===== config.mk =====
export PLATFORM = sky130hd
export DESIGN_NAME = shape_id_block_rank_mapper_flat
export DESIGN_NICKNAME = d
export VERILOG_FILES = /design/src/sv/sirm_pkg.sv /design/src/sv/sirm_req_if.sv /design/src/sv/sirm_rsp_if.sv /design/src/sv/sirm_cell.sv /design/src/sv/shape_id_block_rank_mapper.sv /design/src/flat_wrapper.sv
export SDC_FILE = /design/constraint.sdc
export NUM_CORES = 2
export LEC_CHECK = 0
export CORE_MARGIN = 1
export CORE_UTILIZATION = 59
export DETAILED_ROUTE_END_ITERATION = 10
export DONT_BUFFER_PORTS = 1
export HOLD_SLACK_MARGIN = 0.03
export PLACE_DENSITY = 0.76
export SLEW_MARGIN = 20
export SYNTH_ARGS = -nofsm -noshare
export SYNTH_HDL_FRONTEND = slang
export SYNTH_SLANG_ARGS = --single-unit

===== constraint.sdc =====
create_clock -name clock -period 18.85 [get_ports clock]
set_input_delay 3.77 -clock clock [delete_from_list [all_inputs] [get_ports clock]]
set_output_delay 3.77 -clock clock [all_outputs]
set_load 0.01 [all_outputs]

===== src/sv/sirm_pkg.sv =====
package sirm_pkg;

   localparam int MAX_BLOCKS_DEF = 64;
   localparam int BLOCK_SIZE = 1024;
   localparam int BLOCK_SHIFT = $clog2(BLOCK_SIZE);

   localparam int BN_W = 21;
   localparam int ID_W = 32;
   localparam int IDX_W = 17;
   localparam int ST_W = 2;

   localparam logic CMD_REGISTER = 1'b0;
   localparam logic CMD_MAP = 1'b1;

   localparam logic [ST_W-1:0] STATUS_OK = 2'd0;
   localparam logic [ST_W-1:0] STATUS_INVALID = 2'd1;
   localparam logic [ST_W-1:0] STATUS_FULL = 2'd2;

   typedef struct packed {
      logic [BN_W-1:0] key;
      logic insert;
   } cell_ctl_type;

   typedef struct packed {
      logic [BN_W-1:0] value;
      logic valid;
      logic lt;
   } cell_link_type;

endpackage


===== src/sv/sirm_req_if.sv =====
interface sirm_req_if;
   import sirm_pkg::*;

   logic valid;
   logic ready;
   logic cmd;
   logic [BN_W-1:0] block_number;
   logic signed [ID_W-1:0] shape_id;

   modport source(output valid, output cmd, output block_number, output shape_id,
                  input ready);
   modport sink(input valid, input cmd, input block_number, input shape_id,
                output ready);
endinterface


===== src/sv/sirm_rsp_if.sv =====
interface sirm_rsp_if;
   import sirm_pkg::*;

   logic valid;
   logic ready;
   logic [IDX_W-1:0] local_index;
   logic [ST_W-1:0] status;

   modport source(output valid, output local_index, output status, input ready);
   modport sink(input valid, input local_index, input status, output ready);
endinterface


===== src/sv/sirm_cell.sv =====
module sirm_cell (
   input  logic                   clock,
   input  logic                   reset,
   input  sirm_pkg::cell_ctl_type ctl,
   input  sirm_pkg::cell_link_type left,
   output sirm_pkg::cell_link_type self,
   output logic                   eq
);
   import sirm_pkg::*;

   logic [BN_W-1:0] value_ff;
   logic [BN_W-1:0] value_in;
   logic valid_ff;
   logic valid_in;
   logic lt;

   assign lt = valid_ff && (value_ff < ctl.key);
   assign eq = valid_ff && (value_ff == ctl.key);

   assign self.value = value_ff;
   assign self.valid = valid_ff;
   assign self.lt = lt;

   always_comb begin
      value_in = value_ff;
      valid_in = valid_ff;
      if (ctl.insert && !lt) begin
         if (left.lt) begin
            value_in = ctl.key;
            valid_in = 1'b1;
         end else begin
            value_in = left.value;
            valid_in = left.valid;
         end
      end
   end

   always_ff @(posedge clock) begin
      value_ff <= value_in;
      if (reset) begin
         valid_ff <= 1'b0;
      end else begin
         valid_ff <= valid_in;
      end
   end

endmodule


===== src/sv/shape_id_block_rank_mapper.sv =====
// Each accepted request word is decoded into the a_ stage registers, and its
// response into the output registers; one word per cycle unless rsp_ch stalls.
// The key is compared against all cells of the sorted chain at once; they shift on insert.
// Reset is synchronous and active high; it empties the block set at once and
// drops any word in flight.
module shape_id_block_rank_mapper #(
   parameter int MAX_BLOCKS = sirm_pkg::MAX_BLOCKS_DEF
) (
   input logic         clock,
   input logic         reset,
   sirm_req_if.sink    req_ch,
   sirm_rsp_if.source  rsp_ch
);
   import sirm_pkg::*;

   localparam int RANK_W = $clog2(MAX_BLOCKS + 1);
   localparam int SUM_W = RANK_W + BLOCK_SHIFT + 1;

   logic a_valid_ff;
   logic [BN_W-1:0] a_key_ff;
   logic a_lookup_ff;
   logic a_map_ff;
   logic a_invalid_ff;
   logic [BLOCK_SHIFT:0] a_off_ff;

   logic o_valid_ff;
   logic [IDX_W-1:0] o_index_ff;
   logic [ST_W-1:0] o_status_ff;

   logic o_free;
   logic a_fire;
   logic in_fire;

   logic [ID_W-1:0] id_m1;
   logic [BN_W-1:0] key_in;
   logic lookup_in;
   logic map_in;
   logic invalid_in;
   logic [BLOCK_SHIFT:0] off_in;

   cell_ctl_type ctl;
   cell_link_type links [MAX_BLOCKS+1];
   logic [MAX_BLOCKS-1:0] eq_vec;
   logic found;
   logic full;
   logic [RANK_W-1:0] rank;
   logic [SUM_W-1:0] sum;
   logic [IDX_W-1:0] index_in;
   logic [ST_W-1:0] status_in;

   assign o_free = !o_valid_ff || rsp_ch.ready;
   assign a_fire = a_valid_ff && o_free;
   assign req_ch.ready = !a_valid_ff || o_free;
   assign in_fire = req_ch.valid && req_ch.ready;

   assign id_m1 = req_ch.shape_id - ID_W'(1);

   always_comb begin
      off_in = {1'b0, id_m1[BLOCK_SHIFT-1:0]} + (BLOCK_SHIFT+1)'(1);
      if (req_ch.cmd == CMD_MAP) begin
         map_in = 1'b1;
         invalid_in = req_ch.shape_id[ID_W-1] || (req_ch.shape_id == '0);
         key_in = id_m1[BLOCK_SHIFT+BN_W-1:BLOCK_SHIFT];
      end else begin
         map_in = 1'b0;
         invalid_in = (req_ch.block_number == '0);
         key_in = req_ch.block_number;
      end
      lookup_in = !invalid_in;
   end

   always_ff @(posedge clock) begin
      if (in_fire) begin
         a_key_ff <= key_in;
         a_lookup_ff <= lookup_in;
         a_map_ff <= map_in;
         a_invalid_ff <= invalid_in;
         a_off_ff <= off_in;
      end
      if (reset) begin
         a_valid_ff <= 1'b0;
      end else if (req_ch.ready) begin
         a_valid_ff <= req_ch.valid;
      end
   end

   assign links[0].value = '0;
   assign links[0].valid = 1'b0;
   assign links[0].lt = 1'b1;

   assign found = |eq_vec;
   assign full = links[MAX_BLOCKS].valid;
   assign ctl.key = a_key_ff;
   assign ctl.insert = a_fire && a_lookup_ff && !found && !full;

   genvar g;
   generate
      for (g = 0; g < MAX_BLOCKS; g++) begin : g_cell
         sirm_cell u_cell (
            .clock(clock),
            .reset(reset),
            .ctl(ctl),
            .left(links[g]),
            .self(links[g+1]),
            .eq(eq_vec[g])
         );
      end
   endgenerate

   // The less-than flags form a thermometer code, so its single edge is the rank.
   always_comb begin
      rank = '0;
      for (int i = 0; i < MAX_BLOCKS; i++) begin
         if (links[i].lt && !links[i+1].lt) begin
            rank = rank | RANK_W'(i);
         end
      end
      if (links[MAX_BLOCKS].lt) begin
         rank = rank | RANK_W'(MAX_BLOCKS);
      end
   end

   assign sum = SUM_W'({rank, {BLOCK_SHIFT{1'b0}}}) + SUM_W'(a_off_ff);

   always_comb begin
      if (a_invalid_ff) begin
         status_in = STATUS_INVALID;
      end else if (!found && full) begin
         status_in = STATUS_FULL;
      end else begin
         status_in = STATUS_OK;
      end
      if (a_invalid_ff || !a_map_ff) begin
         index_in = '0;
      end else begin
         index_in = IDX_W'(sum);
      end
   end

   always_ff @(posedge clock) begin
      if (a_fire) begin
         o_index_ff <= index_in;
         o_status_ff <= status_in;
      end
      if (reset) begin
         o_valid_ff <= 1'b0;
      end else if (o_free) begin
         o_valid_ff <= a_valid_ff;
      end
   end

   assign rsp_ch.valid = o_valid_ff;
   assign rsp_ch.local_index = o_index_ff;
   assign rsp_ch.status = o_status_ff;

endmodule


===== src/flat_wrapper.sv =====
// flat-port wrapper written by rule: the top's interface ports become plain ports
module shape_id_block_rank_mapper_flat import sirm_pkg::*;
#(
   parameter int MAX_BLOCKS = sirm_pkg::MAX_BLOCKS_DEF
)
  (clock, reset, req_ch_valid, req_ch_cmd, req_ch_block_number, req_ch_shape_id, req_ch_ready, rsp_ch_valid, rsp_ch_local_index, rsp_ch_status, rsp_ch_ready);
  sirm_req_if req_ch_i ();
  sirm_rsp_if rsp_ch_i ();
  input logic clock;
  input logic reset;
  input wire logic [$bits(req_ch_i.valid)-1:0] req_ch_valid;
  input wire logic [$bits(req_ch_i.cmd)-1:0] req_ch_cmd;
  input wire logic [$bits(req_ch_i.block_number)-1:0] req_ch_block_number;
  input wire logic [$bits(req_ch_i.shape_id)-1:0] req_ch_shape_id;
  output wire logic [$bits(req_ch_i.ready)-1:0] req_ch_ready;
  output wire logic [$bits(rsp_ch_i.valid)-1:0] rsp_ch_valid;
  output wire logic [$bits(rsp_ch_i.local_index)-1:0] rsp_ch_local_index;
  output wire logic [$bits(rsp_ch_i.status)-1:0] rsp_ch_status;
  input wire logic [$bits(rsp_ch_i.ready)-1:0] rsp_ch_ready;
  assign req_ch_i.valid = req_ch_valid;
  assign req_ch_i.cmd = req_ch_cmd;
  assign req_ch_i.block_number = req_ch_block_number;
  assign req_ch_i.shape_id = req_ch_shape_id;
  assign req_ch_ready = req_ch_i.ready;
  assign rsp_ch_valid = rsp_ch_i.valid;
  assign rsp_ch_local_index = rsp_ch_i.local_index;
  assign rsp_ch_status = rsp_ch_i.status;
  assign rsp_ch_i.ready = rsp_ch_ready;
  shape_id_block_rank_mapper #(.MAX_BLOCKS(MAX_BLOCKS)) u_core (.clock(clock), .reset(reset), .req_ch(req_ch_i), .rsp_ch(rsp_ch_i));
endmodule

==> metrics.md <==
| Metric | Value |
|---|---|
| F_max | `0.1261 GHz` |
| Initial antenna violation count | `11` |
| Average wire per standard cell | `27.23 um` |
| Top_reg_cell synth | `edfxtp_1` |
| RSZ-0062 raised after global routing | `false` |
| Complex-gate fraction of the synthesized area | `0.1276` |
| Status | `complete, no violations` |
| Rows | `142` |
| DRT iter0 DRCs | `7828` |
| Fin. max-slew vios | `0` |
| Hold_buf cts | `0` |
| Routed wire length | `280.1 mm` |
| Largest family of logic cells by synthesized area | `adder cells` |
| Final worst path period share | `0.4207` |
| H-tree Lvls | `4` |
| Crit. End Element | `output pin` |
| Hold Crit Class | `flop to flop` |
| Via count | `69176` |
| Mapped Avg Cell Area | `11.00 um2` |
| Pwr/cell area | `79.57 mW/mm2` |
| Minimum clock period | `7930 ps` |
| TritonCTS clock tree | `done` |
| Bufs and invs on worst path | `0` |
| CORE AREA | `0.1507 mm2` |
| Syn-to-layout area delta | `8.956%` |
| Die Height | `392.6 um` |
| Worst path slowest cell | `nor2b_1` |
| Share of Yosys cell area claimed by the top area cell type | `0.4665` |
| Synth Register Bits | `1464` |
| CP Launch Type | `input pin` |
| Clk slew on worst S/H paths | `60 ps` |
| Multiplexer share of the synthesized area | `0.05596` |
| Yosys cell types | `97` |
| Slowest stage delay, CP | `230 ps` |
| Commonest non-fill, non-tap cell in the layout | `edfxtp_1` |
| Setup TNS | `0 ps` |
| Dominant cell type by area after synthesis | `edfxtp_1` |
| Post-synth ARST share | `0` |
| Layout cell share with drive strength beyond 1 | `0.1116` |
| Pleak | `39.59 nW` |
| First-pass GRT wire length | `414.3 mm` |
| Worst-path fanout max | `4` |
| Endpoints failing hold | `0` |
| Post-Syn Area | `0.09000 mm2` |
| Top post-synthesis cells by area | `edfxtp_1, ha_1, o21ai_0, mux2_2, nand2_1` |
| Post-synthesis sequential area ratio | `0.4812` |
| Worst Tran Pin Value | `1165 ps` |
| # Max-Cap Violations | `0` |
| Post-synthesis xor/xnor area fraction | `0.003212` |
| Drt pass-1 iters | `8` |
| Die area | `0.1541 mm2` |
| Nets@finish | `9540` |
| Adder-cell share of the synthesized area | `0.1873` |
| CTS Buffer Depth | `3` |
| # DRC | `0` |
| Ys Warns | `0` |
| Final setup viols | `0` |
| Hold slack | `516.0 ps` |
| Synth Net Count | `9584` |
| Worst-path cell chain | `nor2b_1, nand2_1` |
| Grt total ovfl | `0` |
| Slew HR | `0.2169` |
| Setup Fix Bufs, Post-CTS | `0` |
| Num CTS Buffers | `157` |
| Clk_skew | `47.91 ps` |
| Tot GR Track Use | `0.3611` |
| Clock sinks | `1464` |
| Clk Latency, worst-skew pair | `810 ps` |
| Syn Inst Count | `8179` |
| Pin count of the biggest net entering global routing | `81` |
| Routability congestion estimate | `0.9686` |
| Vias in the first global route | `67264` |
| CP arrival | `4160 ps` |
| Post-DP HPWL | `188.5 mm` |
| Post-synth EDFFs | `1398` |
| Resized Gates After CTS | `0` |
| Port bufs | `0` |
| Critical path type | `input pin to output pin` |
| Crit-path leading delay family | `simple AND/OR/NAND/NOR gates` |
| Root Buffer | `clkbuf_16` |
| Final worst setup slack | `10920 ps` |
| Synth Area in Simple Gates | `0.1233` |
| Max IR drop VDD | `0.08799 mV` |
| Pwr Total | `7.802 mW` |
| Die width | `392.6 um` |
| Drt via density | `6.723` |
| Initial Utilization | `0.5973` |
| Ports | `79` |
| Most frequent cells in the layout | `edfxtp_1, ha_1, nand2_1` |
| Required time of the worst setup path | `15080 ps` |
| Setup slack at placement | `10910 ps` |
| Antenna Nets Post-Route | `0` |
-- metrics by stage --
stage,util,instances,cell area [um2]
finish,0.6508,10289,98060
global route,0.6508,10285,98050
CTS,0.6503,10285,97970
detailed placement,0.6166,9992,92900
global placement,0.6166,9992,92900
floorplan,-,8179,90000
-- state kept, by name, indices dropped and copies added, names as in the netlist --
| signal | cells |
|---|---|
| u_core.a_map_ff | 1 |
| u_core.rsp_ch.valid | 1 |
| u_core.a_key_ff | 21 |
| u_core.rsp_ch.local_index | 17 |
| u_core.a_lookup_ff | 1 |
| u_core.g_cell.u_cell.valid_ff | 64 |
| u_core.a_valid_ff | 1 |
| u_core.a_off_ff | 11 |
| u_core.rsp_ch.status | 2 |
| u_core.a_invalid_ff | 1 |
| u_core.g_cell.u_cell.value_ff | 1344 |
-- synth_stat cells, types with 47 or more instances --
| cell | instances |
|---|---|
| nor2_1 | 284 |
| mux2i_1 | 52 |
| nand3_1 | 156 |
| a21oi_1 | 455 |
| edfxtp_1 | 1398 |
| nor2b_1 | 130 |
| mux2_2 | 401 |
| a21o_1 | 146 |
| clkbuf_1 | 343 |
| nand2_1 | 1170 |
| nor3_1 | 54 |
| nand2b_1 | 47 |
| nand4_1 | 238 |
| dfxtp_1 | 66 |
| inv_1 | 113 |
| ha_1 | 1347 |
| nor4_1 | 59 |
| o21ai_0 | 1091 |
-- cells by family after synthesis --
logic type,count (synthesis)
AOI/OAI and AO/OA,2020
xor gates and xnor gates,33
adders and majority gates,1347
buffers and inverters,512
DFF,1464
muxes,453
and+or+nand+nor,2350
-- area by class of cell --
cell class              count  area [um2]
clock inverters            70       653.1
well taps                2016        2522
fillers                 11418       52610
inverters                 134       603.1
multi-input cells        6203       45190
flip-flops and latches   1464       43300
diodes                      4       10.01
repair buffers            175        1364
clock buffers             223        4413
-- report_power, final --
group | switching [mW] | internal, mW | leakage [nW]
Clock | 1.34 | 1.75 | 2.48
Combinational | 0.634 | 0.319 | 23.7
Sequential | 0.0812 | 3.68 | 13.4
Total | 2.06 | 5.75 | 39.6
-- routing by layer --
| metal | vias up | GRT usage | share of wire |
|---|---|---|---|
| li1 | 31018 | - | - |
| met1 | 33391 | 0.4752 | 0.39 |
| met2 | 3886 | 0.5469 | 0.44 |
| met3 | 875 | 0.09212 | 0.12 |
| met4 | 6 | 0.1952 | 0.060 |
| met5 | - | 0 | 0.00013 |
-- worst paths after layout --
path / from / endpoint / slack, ps / cells past startpoint
max: rsp_ch_ready / req_ch_ready / 10920 / 2
min: u_core.a_off_ff[1] / u_core.rsp_ch.local_index[1] / 520 / 1
max reg2reg: u_core.a_key_ff[19] / u_core.g_cell[0].u_cell.value_ff[18] / 11100 / 17
min reg2reg: u_core.a_off_ff[1] / u_core.rsp_ch.local_index[1] / 520 / 1
Note: power is estimated with default switching activity, not from simulation.
